==> src/rtl/interval_set_insert_coalesce_defines.svh <==
// Assertion macros shared by the RTL.
`ifndef INTERVAL_SET_INSERT_COALESCE_DEFINES_SVH
`define INTERVAL_SET_INSERT_COALESCE_DEFINES_SVH

// Condition must hold on every clock edge out of reset.
`define ISIC_ASSERT_ALWAYS(label, cond, msg) \
  label: assert property (@(posedge clk) disable iff (rst) (cond)) else $error(msg);

// Antecedent implies consequent in the same cycle.
`define ISIC_ASSERT_IMPL(label, ante, cons, msg) \
  label: assert property (@(posedge clk) disable iff (rst) (ante) |-> (cons)) else $error(msg);

// Antecedent implies consequent in the following cycle.
`define ISIC_ASSERT_NEXT(label, ante, cons, msg) \
  label: assert property (@(posedge clk) disable iff (rst) (ante) |=> (cons)) else $error(msg);

`endif

==> src/rtl/isic_pkg.sv <==
`timescale 1ns / 1ps

package isic_pkg;

  localparam int DEPTH   = 16;
  localparam int IDX_W   = $clog2(DEPTH);
  localparam int CNT_W   = $clog2(DEPTH + 1);
  localparam int VAL_W   = 16;

  localparam logic [1:0] ST_OK      = 2'd0;
  localparam logic [1:0] ST_FULL    = 2'd1;
  localparam logic [1:0] ST_INVALID = 2'd2;

  typedef enum logic [2:0] {
    S_IDLE,
    S_SCAN,
    S_BUILD,
    S_LIST
  } isic_state_t;

  // Overlap or adjacency test, done at one extra bit so the top value never wraps.
  function automatic logic meets(input logic [VAL_W-1:0] alo, input logic [VAL_W-1:0] ahi,
                                 input logic [VAL_W-1:0] blo, input logic [VAL_W-1:0] bhi);
    logic [VAL_W:0] ahi1;
    logic [VAL_W:0] bhi1;
    ahi1 = {1'b0, ahi} + {{VAL_W{1'b0}}, 1'b1};
    bhi1 = {1'b0, bhi} + {{VAL_W{1'b0}}, 1'b1};
    return (ahi1 >= {1'b0, blo}) && (bhi1 >= {1'b0, alo});
  endfunction

endpackage

==> src/rtl/interval_set_insert_coalesce.sv <==
// Interval table insert with coalescing: one range in, whole sorted table out.
// Each accepted range is scanned against the table, the table is rebuilt into the spare bank
// and then listed; a full table with no merge skips the rebuild, a refused range both passes.
// Listing gives one result a cycle; the next range is taken only once the listing has ended
// and busy is low.
// Synchronous active-high reset empties the table; results cannot be stalled.
`timescale 1ns / 1ps

module interval_set_insert_coalesce
  import isic_pkg::*;
(
  input  logic             clk,
  input  logic             rst,
  input  logic             start,
  output logic             busy,
  input  logic [VAL_W-1:0] range_low,
  input  logic [VAL_W-1:0] range_high,
  output logic             result_valid,
  output logic [VAL_W-1:0] entry_lo,
  output logic [VAL_W-1:0] entry_hi,
  output logic             is_last,
  output logic [1:0]       status
);

`include "interval_set_insert_coalesce_defines.svh"

  // Two banks of entries: the active bank is read, the rebuilt table goes
  // into the other one, and the banks swap when the rebuild is done.
  logic [VAL_W-1:0] tab_lo [2][DEPTH];
  logic [VAL_W-1:0] tab_hi [2][DEPTH];

  isic_state_t      state, state_next;
  logic             bank_sel, bank_sel_next;
  logic [CNT_W-1:0] count, count_next;   // entries in the active bank
  logic [CNT_W-1:0] idx, idx_next;       // read position
  logic [CNT_W-1:0] wpos, wpos_next;     // write position in the spare bank
  logic [VAL_W-1:0] in_lo, in_lo_next;   // range as it arrived
  logic [VAL_W-1:0] in_hi, in_hi_next;
  logic [VAL_W-1:0] mlo, mlo_next;       // merged range so far
  logic [VAL_W-1:0] mhi, mhi_next;
  logic             merged, merged_next;
  logic             placed, placed_next;
  logic [1:0]       stat, stat_next;

  logic             result_valid_next;
  logic [VAL_W-1:0] entry_lo_next, entry_hi_next;
  logic             is_last_next;
  logic [1:0]       status_next;

  logic             wr_en;
  logic [IDX_W-1:0] wr_idx;
  logic [VAL_W-1:0] wr_lo, wr_hi;

  logic [VAL_W-1:0] rd_lo, rd_hi;
  logic             hit;

  // Shared unit: one table read and one overlap/adjacency compare a cycle.
  assign rd_lo = tab_lo[bank_sel][idx[IDX_W-1:0]];
  assign rd_hi = tab_hi[bank_sel][idx[IDX_W-1:0]];
  assign hit   = meets(in_lo, in_hi, rd_lo, rd_hi);

  assign busy  = (state != S_IDLE);

  always_ff @(posedge clk) begin
    if (rst) begin
      state        <= S_IDLE;
      bank_sel     <= 1'b0;
      count        <= '0;
      result_valid <= 1'b0;
    end else begin
      state        <= state_next;
      bank_sel     <= bank_sel_next;
      count        <= count_next;
      result_valid <= result_valid_next;
    end
  end

  always_ff @(posedge clk) begin
    idx      <= idx_next;
    wpos     <= wpos_next;
    in_lo    <= in_lo_next;
    in_hi    <= in_hi_next;
    mlo      <= mlo_next;
    mhi      <= mhi_next;
    merged   <= merged_next;
    placed   <= placed_next;
    stat     <= stat_next;
    entry_lo <= entry_lo_next;
    entry_hi <= entry_hi_next;
    is_last  <= is_last_next;
    status   <= status_next;
    if (wr_en) begin
      tab_lo[~bank_sel][wr_idx] <= wr_lo;
      tab_hi[~bank_sel][wr_idx] <= wr_hi;
    end
  end

  always_comb begin
    state_next        = state;
    bank_sel_next     = bank_sel;
    count_next        = count;
    idx_next          = idx;
    wpos_next         = wpos;
    in_lo_next        = in_lo;
    in_hi_next        = in_hi;
    mlo_next          = mlo;
    mhi_next          = mhi;
    merged_next       = merged;
    placed_next       = placed;
    stat_next         = stat;
    result_valid_next = 1'b0;
    entry_lo_next     = entry_lo;
    entry_hi_next     = entry_hi;
    is_last_next      = is_last;
    status_next       = status;
    wr_en             = 1'b0;
    wr_idx            = wpos[IDX_W-1:0];
    wr_lo             = mlo;
    wr_hi             = mhi;

    unique case (state)
      S_IDLE: begin
        if (start) begin
          in_lo_next  = range_low;
          in_hi_next  = range_high;
          mlo_next    = range_low;
          mhi_next    = range_high;
          merged_next = 1'b0;
          idx_next    = '0;
          if (range_low > range_high) begin
            // refused: table untouched, just list it
            stat_next  = ST_INVALID;
            state_next = S_LIST;
          end else begin
            stat_next  = ST_OK;
            state_next = S_SCAN;
          end
        end
      end

      // Pass one: widen the merged range over every entry the new range meets.
      S_SCAN: begin
        if (idx == count) begin
          idx_next    = '0;
          wpos_next   = '0;
          placed_next = 1'b0;
          if (!merged && (count == CNT_W'(DEPTH))) begin
            stat_next  = ST_FULL;
            state_next = S_LIST;
          end else begin
            state_next = S_BUILD;
          end
        end else begin
          if (hit) begin
            merged_next = 1'b1;
            if (rd_lo < mlo) mlo_next = rd_lo;
            if (rd_hi > mhi) mhi_next = rd_hi;
          end
          idx_next = idx + 1'b1;
        end
      end

      // Pass two: copy untouched entries across, slotting the merged range in ahead of
      // the first entry above it, or at the end if none is (a write of its own, no read step).
      S_BUILD: begin
        if (idx == count) begin
          if (!placed) begin
            wr_en     = 1'b1;
            wpos_next = wpos + 1'b1;
            count_next = wpos + 1'b1;
          end else begin
            count_next = wpos;
          end
          bank_sel_next = ~bank_sel;
          idx_next      = '0;
          state_next    = S_LIST;
        end else if (hit) begin
          idx_next = idx + 1'b1;
        end else if (!placed && (rd_lo > mhi)) begin
          wr_en       = 1'b1;
          wpos_next   = wpos + 1'b1;
          placed_next = 1'b1;
        end else begin
          wr_en     = 1'b1;
          wr_lo     = rd_lo;
          wr_hi     = rd_hi;
          wpos_next = wpos + 1'b1;
          idx_next  = idx + 1'b1;
        end
      end

      // One result a cycle; an empty table gives a single zero entry.
      S_LIST: begin
        result_valid_next = 1'b1;
        status_next       = stat;
        if (count == '0) begin
          entry_lo_next = '0;
          entry_hi_next = '0;
          is_last_next  = 1'b1;
          state_next    = S_IDLE;
        end else begin
          entry_lo_next = rd_lo;
          entry_hi_next = rd_hi;
          if (CNT_W'(idx + 1'b1) == count) begin
            is_last_next = 1'b1;
            state_next   = S_IDLE;
          end else begin
            is_last_next = 1'b0;
            idx_next     = idx + 1'b1;
          end
        end
      end

      default: begin
        state_next = S_IDLE;
      end
    endcase
  end

  `ISIC_ASSERT_ALWAYS(a_count_bound, count <= CNT_W'(DEPTH), "entry count above table depth")
  `ISIC_ASSERT_NEXT(a_start_busy, start && !busy, busy, "accepted word did not raise busy")
  `ISIC_ASSERT_IMPL(a_mid_list_busy, result_valid && !is_last, busy, "listing stopped early")
  `ISIC_ASSERT_NEXT(a_gap_after_last, result_valid && is_last, !result_valid,
                    "result after end of listing")

endmodule

==> config.mk <==
export PLATFORM = sky130hd
export DESIGN_NAME = interval_set_insert_coalesce
export DESIGN_NICKNAME = d
export VERILOG_FILES = /design/src/rtl/isic_pkg.sv /design/src/rtl/interval_set_insert_coalesce.sv
export VERILOG_INCLUDE_DIRS = /design/src /design/src/rtl
export SDC_FILE = /design/constraint.sdc
export NUM_CORES = 1
export LEC_CHECK = 0
export ABC_CLOCK_PERIOD_IN_PS = 7650
export BUFFER_PORTS_ARGS = -buffer_cell sky130_fd_sc_hd__buf_4
export CAP_MARGIN = 15
export CORE_UTILIZATION = 40
export CTS_CLUSTER_SIZE = 24
export DETAILED_ROUTE_END_ITERATION = 6
export GPL_TIMING_DRIVEN = 1
export PLACE_DENSITY_LB_ADDON = 0.05
export SLEW_MARGIN = 20
export SYNTH_ARGS = -nofsm -noshare
export SYNTH_HDL_FRONTEND = slang
export SYNTH_SLANG_ARGS = --single-unit
export TNS_END_PERCENT = 100
==> constraint.sdc <==
create_clock -name clk -period 7.65 [get_ports clk]
set_clock_uncertainty 0.2 [all_clocks]
set_input_delay 0 -clock clk [delete_from_list [all_inputs] [get_ports clk]]
set_output_delay 0 -clock clk [all_outputs]
set_load 0.005 [all_outputs]
==> impl_metrics.csv, run 1 <==
group,metric,value,unit
routing,ant_nets,0,
global_routing,grt_overflow,0,
global_routing,grt_max_degree,79,
synthesis,synth_ff_type,"edfxtp_1",
timing,maxSlewHeadroom,32.2,%
routing,vias,25600,
clock_network,cts_max_level,3,
timing,slew_violations,0,
job,cap_violations,0,
timing,timing.final.crit_share,90.6,%
routing,drtPass1Iterations,5,
clock_network,clk_pin_slew_worst_paths,60,ps
setup_path,worstSetupPathType,"register to register",
floorplanning,die_width,348,µm
setup_path,arrival,7180,ps
synthesis,synth_cells,2587,
clock_network,cts_made_buffers,119,
power_and_ir_drop,power_density,424,mW/mm²
cells_and_area,area_growth,20.0,%
floorplanning,die-area,0.121,mm²
routing,drt_iter0_markers,2663,
synthesis,ys_ff_latch,1147,
placed_design,port-buffer-count,71,
timing,setup_viol,0,
power_and_ir_drop,leakage,19.3,nW
floorplanning,initial_core_util,40.4,%
placed_design,place_congestion,0.859,
timing,fmax,144,MHz
worst_hold_path,hp-class,"input port to register",
placed_design,dpl.hpwl,91.7,mm
cells_and_area,drive_gt1_share,23.9,%
timing,tightest_slew,1010,ps
synthesis,async_reset_ff_share,0,%
global_routing,grt_antenna_before_repair,4,
placed_design,post-place-ws,712,ps
global_routing,grt_pass1_wl,196,mm
setup_path,slowest_delay,750,ps
routing,wl_per_cell,30.2,µm
timing,hold_violations,0,
synthesis,syn_nets,2728,
synthesis,synthDistinctLibCells,71,
synthesis,synthesis.area,0.0478,mm²
synthesis,yosysTopAreaCell,"edfxtp_1",
setup_path,crit_top_cell,"buf_4",
global_routing,grt_pass1_vias,26400,
setup_path,cp-start-kind,"register",
synthesis,synth_top_area_share,71.5,%
timing,finalSetupTns,0,ps
cells_and_area,ff_latch_area,0.0343,mm²
setup_path,cp_data_required_time,7900,ps
floorplanning,io_pins,72,
timing,setup_slack,719,ps
floorplanning,die_y,348,µm
cells_and_area,n_fill_cell,9782,
cells_and_area,final_nets,3061,
synthesis,ys.warnings.count,0,
clock_network,clockBufferDepth,3,
cells_and_area,multi_input_area,0.0127,mm²
timing,fin_crit,6930,ps
floorplanning,rows,126,
setup_path,path_max_fanout,35,
synthesis,synth_most_common_cell,"edfxtp_1",
timing,rsz0062_at_grt,"no",
synthesis,synth_area_leaders,"edfxtp_1 72%, mux4_2 9.2%, mux2i_1 4.3%",
setup_path,crit_path_top_delay_cell,"a2bb2oi_4",
synthesis,ys_top_cells_by_count,"1137 x edfxtp_1, 205 x mux2i_1, 195 x mux4_2, 141 x nor2_1, 108 x inv_1",
synthesis,synth_edf_count,1137,
power_and_ir_drop,vdd_ir_drop_max,0.000393,V
run_status,status,"completed",
global_routing,track_usage,22.9,%
synthesis,ys_seq_area_share,71.9,%
clock_network,cts_setup_buffers,0,
setup_path,worstPathCellList,"buf_12 -> and2_1 -> buf_4 -> a22oi_1 -> nand3_1 -> nand4_1 -> buf_4 -> nand3_1 -> or4_4 -> buf_12 -> nor4_4 -> xnor2_1 -> ha_1 -> o2111ai_1 -> o21ai_0 -> buf_4 -> a21oi_1 -> nand3_1 -> a2bb2oi_4 -> buf_4 -> nor2_4 -> buf_12",
synthesis,synth.avg_cell_area,18.5,µm²
setup_path,critPathCaptureType,"register",
clock_network,cts.sinks,1147,
setup_path,crit_family,"simple AND/OR/NAND/NOR gates",
routing,wirelength,138,mm
routing,via_per_inst,5.62,
setup_path,path_buf_inv,7,
routing,drc_errors,0,
clock_network,cts_tree,"yes",
clock_network,cts-root-buf,"clkbuf_16",
clock_network,clkLatencyLatePin,720,ps
floorplanning,coreArea,0.118,mm²
-- tightest hold or removal path, stage by stage --
cell and delay [ps]:
dlygate4sd3_1 530, buf_4 140, nor2_1 40, a21oi_1 110
-- report_power, final --
| group | internal (mW) | leakage [nW] | switching (mW) |
|---|---|---|---|
| Clock | 3.40 | 1.93 | 2.45 |
| Combinational | 3.31 | 7.00 | 6.14 |
| Sequential | 8.81 | 10.4 | 0.188 |
| Total | 15.5 | 19.3 | 8.78 |
-- per-layer routing --
layer	global-route usage (%)	routed length, µm	vias up
met1	33.9	64000	13600
li1	-	-	11100
met2	35.3	62900	789
met3	3.67	7820	161
met4	6.05	3010	2
met5	0	20	-
-- flip-flops by register name (all words and copies together), names as in the netlist, 16 cells and up, named ones only --
signal / cells
tab_hi: 512
tab_lo: 512
entry_hi: 16
entry_lo: 16
in_hi: 16
in_lo: 16
mhi: 16
mlo: 16
-- what timing repair did --
item                                   CTS  global route
gates resized for setup                  0             0
endpoints found under the hold margin  115             0
hold buffers                            70             0
-- cells in the final DEF (no fill, tap or decap), types with 14 or more instances in the layout --
cell and count:
buf_12 102, a22oi_1 77, nor3_1 17, inv_1 107, nor2_1 106, nand4_1 19, nand3_1 72, bufinv_16 14
mux2i_1 176, dlygate4sd3_1 70, clkbuf_16 122, nor2_4 32, clkinv_2 26, a21o_1 26, mux4_2 195, xor2_1 15
o21ai_0 26, a21oi_1 55, mux2i_2 29, xnor2_1 33, mux4_1 22, buf_4 167, clkinv_1 29, nor2b_1 15
clkbuf_1 18, edfxtp_1 1137, ha_1 104, nand2_1 80
-- area by class of cell --
class / count / area share, %
timing repair buffer: 339 / 6.97
inverter: 108 / 0.707
clock inverter: 80 / 1.39
tap: 1536 / 3.35
sequential: 1147 / 59.9
multi-input combinational: 1205 / 22.2
clock buffer: 142 / 5.49
antenna: 1 / 0.00437
-- path summary, 6_finish.rpt --
path / slack [ps] / cells after the start / start / endpoint
hold / removal: 40 / 4 / range_high[1] / mhi[1]
setup / recovery: 720 / 22 / idx[0] / tab_lo[1][53]
hold reg to reg: 230 / 0 / stat[1] / status[1]
setup reg to reg: 720 / 22 / idx[0] / tab_lo[1][53]
-- cell families (layout without fill, tap and decap cells) --
group	after synthesis	in the layout	synth area share, %
flops	1147	1147	71.9
mux	427	427	14.8
simple gates	390	390	3.90
buf+inv	235	669	2.37
compound gates	234	234	3.33
fa+ha+maj	106	106	2.78
xor+xnor	48	48	0.880
other cells	0	1	0
-- stage by stage --
| step | cells | cell area, µm² | total power [mW] | hold WS, ps | utilization (%) |
|---|---|---|---|---|---|
| 2_1_floorplan | 2587 | 47800 | 13.9 | -101 | - |
| 3_3_place_gp | 4265 | 52600 | 18.5 | -5.88 | 44.5 |
| 3_5_place_dp | 4265 | 52600 | 18.6 | -4.10 | 44.5 |
| 4_1_cts | 4557 | 57300 | 24.5 | 0.556 | 48.5 |
| 5_1_grt | 4557 | 57300 | 25.3 | 49.4 | 48.5 |
| 6_report | 4558 | 57300 | 24.3 | 39.9 | 48.5 |
No activity file was read; power rests on OpenSTA's default activity.
==> run 2, diff against run 1 <==
Settings changed: CORE_UTILIZATION 40 to 45.
==> run 2 against run 1 <==
Compared with the run above: clock-buffer cell count decreased by 4; largest power group is now registers; fmax increased by 3.2%; highest routed layer is now met4; first-iteration DRC count decreased by 3.8%; critical path depth decreased by 3.
==> impl_metrics.csv, run 2 (same netlist as run 1, synthesis figures left out) <==
group,metric,value,unit
setup_path,cp-start-kind,"register",
routing,drt_iter0_markers,2562,
floorplanning,die_y,328,µm
routing,wl_per_cell,30.1,µm
timing,fmax,149,MHz
power_and_ir_drop,vdd_ir_drop_max,0.000264,V
floorplanning,coreArea,0.105,mm²
clock_network,ctsResizeCount,0,
routing,ant_nets,0,
timing,fin_crit,6710,ps
cells_and_area,n_antenna_cell,0,
cells_and_area,mostFrequentLayoutCell,"edfxtp_1",
cells_and_area,top_regs,"tab_hi: 512 flops, tab_lo: 512 flops",
timing,hold_violations,0,
global_routing,grt_overflow,0,
floorplanning,rows,119,
routing,drtPass1Iterations,7,
clock_network,cts_setup_buffers,0,
cells_and_area,final_nets,3057,
clock_network,clk_pin_slew_worst_paths,60,ps
global_routing,grt_pass1_vias,25700,
setup_path,worstSetupPathType,"register to register",
placed_design,dpl.hpwl,85.1,mm
timing,setup_viol,0,
cells_and_area,drive_gt1_share,23.7,%
cells_and_area,final_area,0.0568,mm²
global_routing,track_usage,24.8,%
global_routing,grt_max_degree,80,
clock_network,cts_max_level,3,
timing,rsz0062_at_grt,"no",
timing,maxSlewHeadroom,31.7,%
routing,vias,25700,
floorplanning,initial_core_util,45.4,%
power_and_ir_drop,power_density,421,mW/mm²
clock_network,cts-root-buf,"clkbuf_16",
run_status,status,"completed",
power_and_ir_drop,leakage,19.2,nW
clock_network,clkLatencyLatePin,740,ps
setup_path,arrival,7080,ps
setup_path,cp_data_required_time,8020,ps
setup_path,path_max_fanout,32,
setup_path,critPathCaptureType,"register",
routing,via_per_inst,5.83,
cells_and_area,area_growth,19.0,%
job,cap_violations,0,
timing,finalSetupTns,0,ps
clock_network,cts.sinks,1147,
floorplanning,io_pins,72,
floorplanning,die_width,328,µm
cells_and_area,final_cell_mix,"1137 x edfxtp_1, 196 x buf_4, 195 x mux4_2",
worst_hold_path,hp-class,"input port to register",
global_routing,grt_pass1_wl,188,mm
placed_design,place_congestion,0.920,
floorplanning,die-area,0.107,mm²
clock_network,cts_tree,"yes",
clock_network,cts_made_buffers,120,
clock_network,ctsHoldBuffers,72,
clock_network,clockBufferDepth,3,
routing,drc_errors,0,
timing,timing.final.crit_share,87.8,%
placed_design,port-buffer-count,71,
placed_design,placed_cell_area,0.0520,mm²
global_routing,grt_antenna_before_repair,4,
timing,slew_violations,0,
timing,tightest_slew,1010,ps
routing,wirelength,133,mm
-- run 2: cell types whose count changed in the layout (fill, tap and decap cells not counted), sizes merged --
cell         delta
diode           -1
clkbuf          -4
bufinv          +8
inv             -2
dlygate4sd3     +2
clkinvlp        +5
clkinv          -8
buf             -7
-- run 2: path summary, 6_finish.rpt --
check                              startpoint             to  slack, ps  cells past startpoint
worst max-delay path                 register  tab_lo[0][28]        940                     19
worst min register to register        stat[1]      status[1]        250                      0
worst max register to register       register  tab_lo[0][28]        940                     19
worst min-delay path            range_low[15]        mlo[15]         30                      4
-- run 2: critical path: stages (launching register included) --
cell and delay, ps:
dfxtp_4 740, buf_4 590, buf_4 340, mux4_2 530
mux4_2 460, mux2i_1 540, inv_1 180, ha_1 330
nand2_1 60, o211ai_1 90, o211ai_1 100, a21oi_1 100
o41ai_1 470, buf_4 240, nand3_1 130, o21ai_4 180
buf_12 200, buf_4 230, mux2i_2 520, buf_12 250
-- run 2: per-layer routing --
metal  global-route usage, %  wire (µm)
met1                    36.0      59300
met2                    38.1      60800
met3                    5.35       9700
met4                    6.42       2760
met5                       0          0
-- run 2: layout make-up --
| cell class | instances | area [µm²] |
|---|---|---|
| well taps | 1391 | 1740 |
| clock inverters | 83 | 1050 |
| inverters | 108 | 405 |
| clock buffers | 138 | 3070 |
| fillers | 8182 | 48500 |
| flip-flops and latches | 1147 | 34300 |
| repair buffers | 334 | 3520 |
| multi-input cells | 1205 | 12700 |
-- run 2: power breakdown --
group          internal, mW  switching (mW)  total [mW]
combinational          3.18            5.70        8.88
clock                  3.61            2.46        6.07
sequential             8.82           0.158        8.98
total                  15.6            8.32        23.9
-- run 2: stage by stage --
stage          util (%)  power (mW)  cells  hold WS (ps)  worst slack [ps]
6_report           54.0        23.9   4406          33.5               937
5_1_grt            54.0        24.9   4406          31.0               651
4_1_cts            54.0        24.1   4406         0.971               879
3_5_place_dp       49.4        18.0   4113          8.77               913
3_3_place_gp       49.3        17.8   4110          7.90               929
2_1_floorplan         -        13.9   2587          -101               966
==> run 3, diff against run 2 <==
Settings changed: ABC_AREA from default to 1.
==> run 3 against run 2 <==
Compared with the run above: synthesized cell count up 58%; synthesized area up 2.4%; cell area down 0.49%; critical path depth up 13; cell count up 31%; wire length up 9.1%; first-iteration DRC count up 22%; setup slack better by 460 ps; combinational power down 4.3%; sequential share of layout area up 0.30 points; register-to-register slack better by 460 ps.
==> impl_metrics.csv, run 3 <==
group,metric,value,unit
timing,maxSlewHeadroom,33.9,%
clock_network,cts_setup_buffers,0,
clock_network,cts_tree,"yes",
synthesis,async_reset_ff_share,0,%
cells_and_area,n_fill_cell,9334,
placed_design,post-place-ws,1490,ps
setup_path,slowest_delay,520,ps
setup_path,worstSetupPathType,"register to register",
timing,setup_slack,1400,ps
synthesis,synthDistinctLibCells,45,
placed_design,dpl.hpwl,85.1,mm
worst_hold_path,hold_path.startpoint,"range_high[5]",
floorplanning,initial_core_util,45.5,%
floorplanning,die_y,332,µm
setup_path,cp-start-kind,"register",
floorplanning,die_width,332,µm
timing,finalSetupTns,0,ps
power_and_ir_drop,vdd_ir_drop_max,0.000299,V
synthesis,synthesis.area,0.0489,mm²
global_routing,grt_pass1_vias,31400,
synthesis,ys.warnings.count,0,
timing,timing.final.crit_share,81.7,%
job,cap_violations,0,
timing,tightest_slew,992,ps
setup_path,crit_top_cell,"nand2_1",
synthesis,yosysTopAreaCell,"edfxtp_1",
timing,fin_crit,6250,ps
cells_and_area,drive_gt1_share,11.1,%
routing,ant_nets,0,
placed_design,place_congestion,0.864,
synthesis,synth_cells,4091,
synthesis,ys_seq_area_share,70.2,%
synthesis,ys_top_cells_by_count,"1137 x edfxtp_1, 826 x nand2_1, 472 x nand3_1, 415 x nor2_1, 343 x o21ai_0",
run_status,status,"completed",
routing,wl_per_cell,25.1,µm
placed_design,placed_cell_area,0.0522,mm²
synthesis,synth_top_area_share,69.8,%
routing,drt_iter0_markers,3125,
clock_network,cts-root-buf,"clkbuf_16",
cells_and_area,mostFrequentLayoutCell,"edfxtp_1",
power_and_ir_drop,leakage,20.2,nW
worst_hold_path,hp-class,"input port to register",
cells_and_area,top_regs,"tab_hi: 512 flops, tab_lo: 512 flops",
global_routing,grt_pass1_wl,213,mm
timing,setup_viol,0,
routing,wirelength,145,mm
floorplanning,io_pins,72,
cells_and_area,final_cell_mix,"1137 x edfxtp_1, 826 x nand2_1, 472 x nand3_1",
routing,vias,32500,
global_routing,grt_overflow,0,
timing,hold_violations,0,
setup_path,path_max_fanout,168,
synthesis,synth_edf_count,1137,
power_and_ir_drop,power_density,406,mW/mm²
setup_path,crit_path_top_delay_cell,"dfxtp_4",
clock_network,cts.sinks,1147,
setup_path,critPathCaptureType,"register",
cells_and_area,final_area,0.0565,mm²
clock_network,clkLatencyLatePin,720,ps
floorplanning,coreArea,0.107,mm²
routing,drc_errors,0,
synthesis,synth.avg_cell_area,12.0,µm²
synthesis,syn_nets,4232,
synthesis,synth_ff_type,"edfxtp_1",
clock_network,cts_max_level,3,
setup_path,arrival,6440,ps
setup_path,cp_data_required_time,7840,ps
floorplanning,rows,120,
timing,slew_violations,0,
placed_design,port-buffer-count,71,
routing,drtPass1Iterations,5,
synthesis,synth_most_common_cell,"edfxtp_1",
clock_network,clockBufferDepth,3,
synthesis,synth_area_leaders,"edfxtp_1 70%, nand2_1 6.3%, nand3_1 4.8%",
timing,rsz0062_at_grt,"no",
cells_and_area,final_nets,4406,
global_routing,grt_max_degree,169,
cells_and_area,area_growth,15.6,%
clock_network,clk_pin_slew_worst_paths,60,ps
floorplanning,die-area,0.110,mm²
global_routing,track_usage,26.2,%
global_routing,grt_antenna_before_repair,1,
timing,fmax,160,MHz
routing,via_per_inst,5.64,
synthesis,ys_ff_latch,1147,
clock_network,cts_made_buffers,118,
==> run 3: cell types whose count changed after synthesis, moves of 195 or more <==
cell     change
nand3_1    +400
nand2_1    +746
nor2_1     +274
mux2i_1    -205
mux4_2     -195
o21ai_0    +316
==> run 3: metrics by stage <==
| step | power, mW | std cells | hold WS (ps) | utilization, % |
|---|---|---|---|---|
| 2_1_floorplan | 13.7 | 4091 | -101 | - |
| 3_3_place_gp | 17.5 | 5481 | 18.8 | 48.6 |
| 3_5_place_dp | 17.5 | 5481 | 17.2 | 48.6 |
| 4_1_cts | 23.1 | 5768 | 7.74 | 52.6 |
| 5_1_grt | 24.1 | 5768 | 55.0 | 52.6 |
| 6_report | 22.9 | 5769 | 85.2 | 52.7 |
==> run 3: layout make-up <==
class / count / area, µm² / share of cell area [%]
clock inverter: 75 / 598 / 1.06
timing repair buffer: 296 / 3050 / 5.40
sequential: 1147 / 34300 / 60.8
multi-input combinational: 2531 / 13000 / 23.0
antenna: 1 / 2.50 / 0.00443
tap: 1403 / 1760 / 3.11
clock buffer: 145 / 3080 / 5.44
inverter: 171 / 672 / 1.19
==> run 3: what timing repair did <==
| item | CTS | global route |
|---|---|---|
| gates resized for setup | 0 | 0 |
| hold buffers | 67 | 0 |
| hold endpoints to repair | 115 | 0 |
==> run 3: power by group <==
part | switching, mW | internal, mW
Combinational | 6.29 | 2.21
Clock | 2.44 | 3.11
Sequential | 0.204 | 8.68
==> run 3: per-layer routing <==
layer  part of all wire, %  vias up  global-route usage (%)  routed length [µm]
li1                      -    15100                       -                   -
met1                    45    16200                    37.1               64400
met2                    47     1008                    42.0               67800
met3                   5.4      235                    3.36                7830
met4                   3.1        0                    8.36                4550
met5                     0        -                       0                   0
==> run 3: path summary, 6_finish.rpt <==
kind	end	slack [ps]	cells after the start
min reg2reg	status[1]	230	0
min	mhi[5]	90	4
max reg2reg	tab_lo[0][186]	1400	32
max	tab_lo[0][186]	1400	32
==> run 3: critical path: cells and delay by family, from the launching register on <==
kind	cells	cell delay, ps
AOI/OAI and AO/OA	4	510
xor gates and xnor gates	1	200
adders and majority gates	1	270
buffers and inverters	5	1430
DFF	1	520
and+or+nand+nor	21	2480
==> run 3: cells by family after synthesis <==
logic type	Yosys count	share of synthesized area [%]
AOI/OAI and AO/OA	606	7.27
buffers and inverters	413	3.85
adders and majority gates	106	2.71
xor gates and xnor gates	42	0.752
and+or+nand+nor	1777	15.2
DFF	1147	70.2
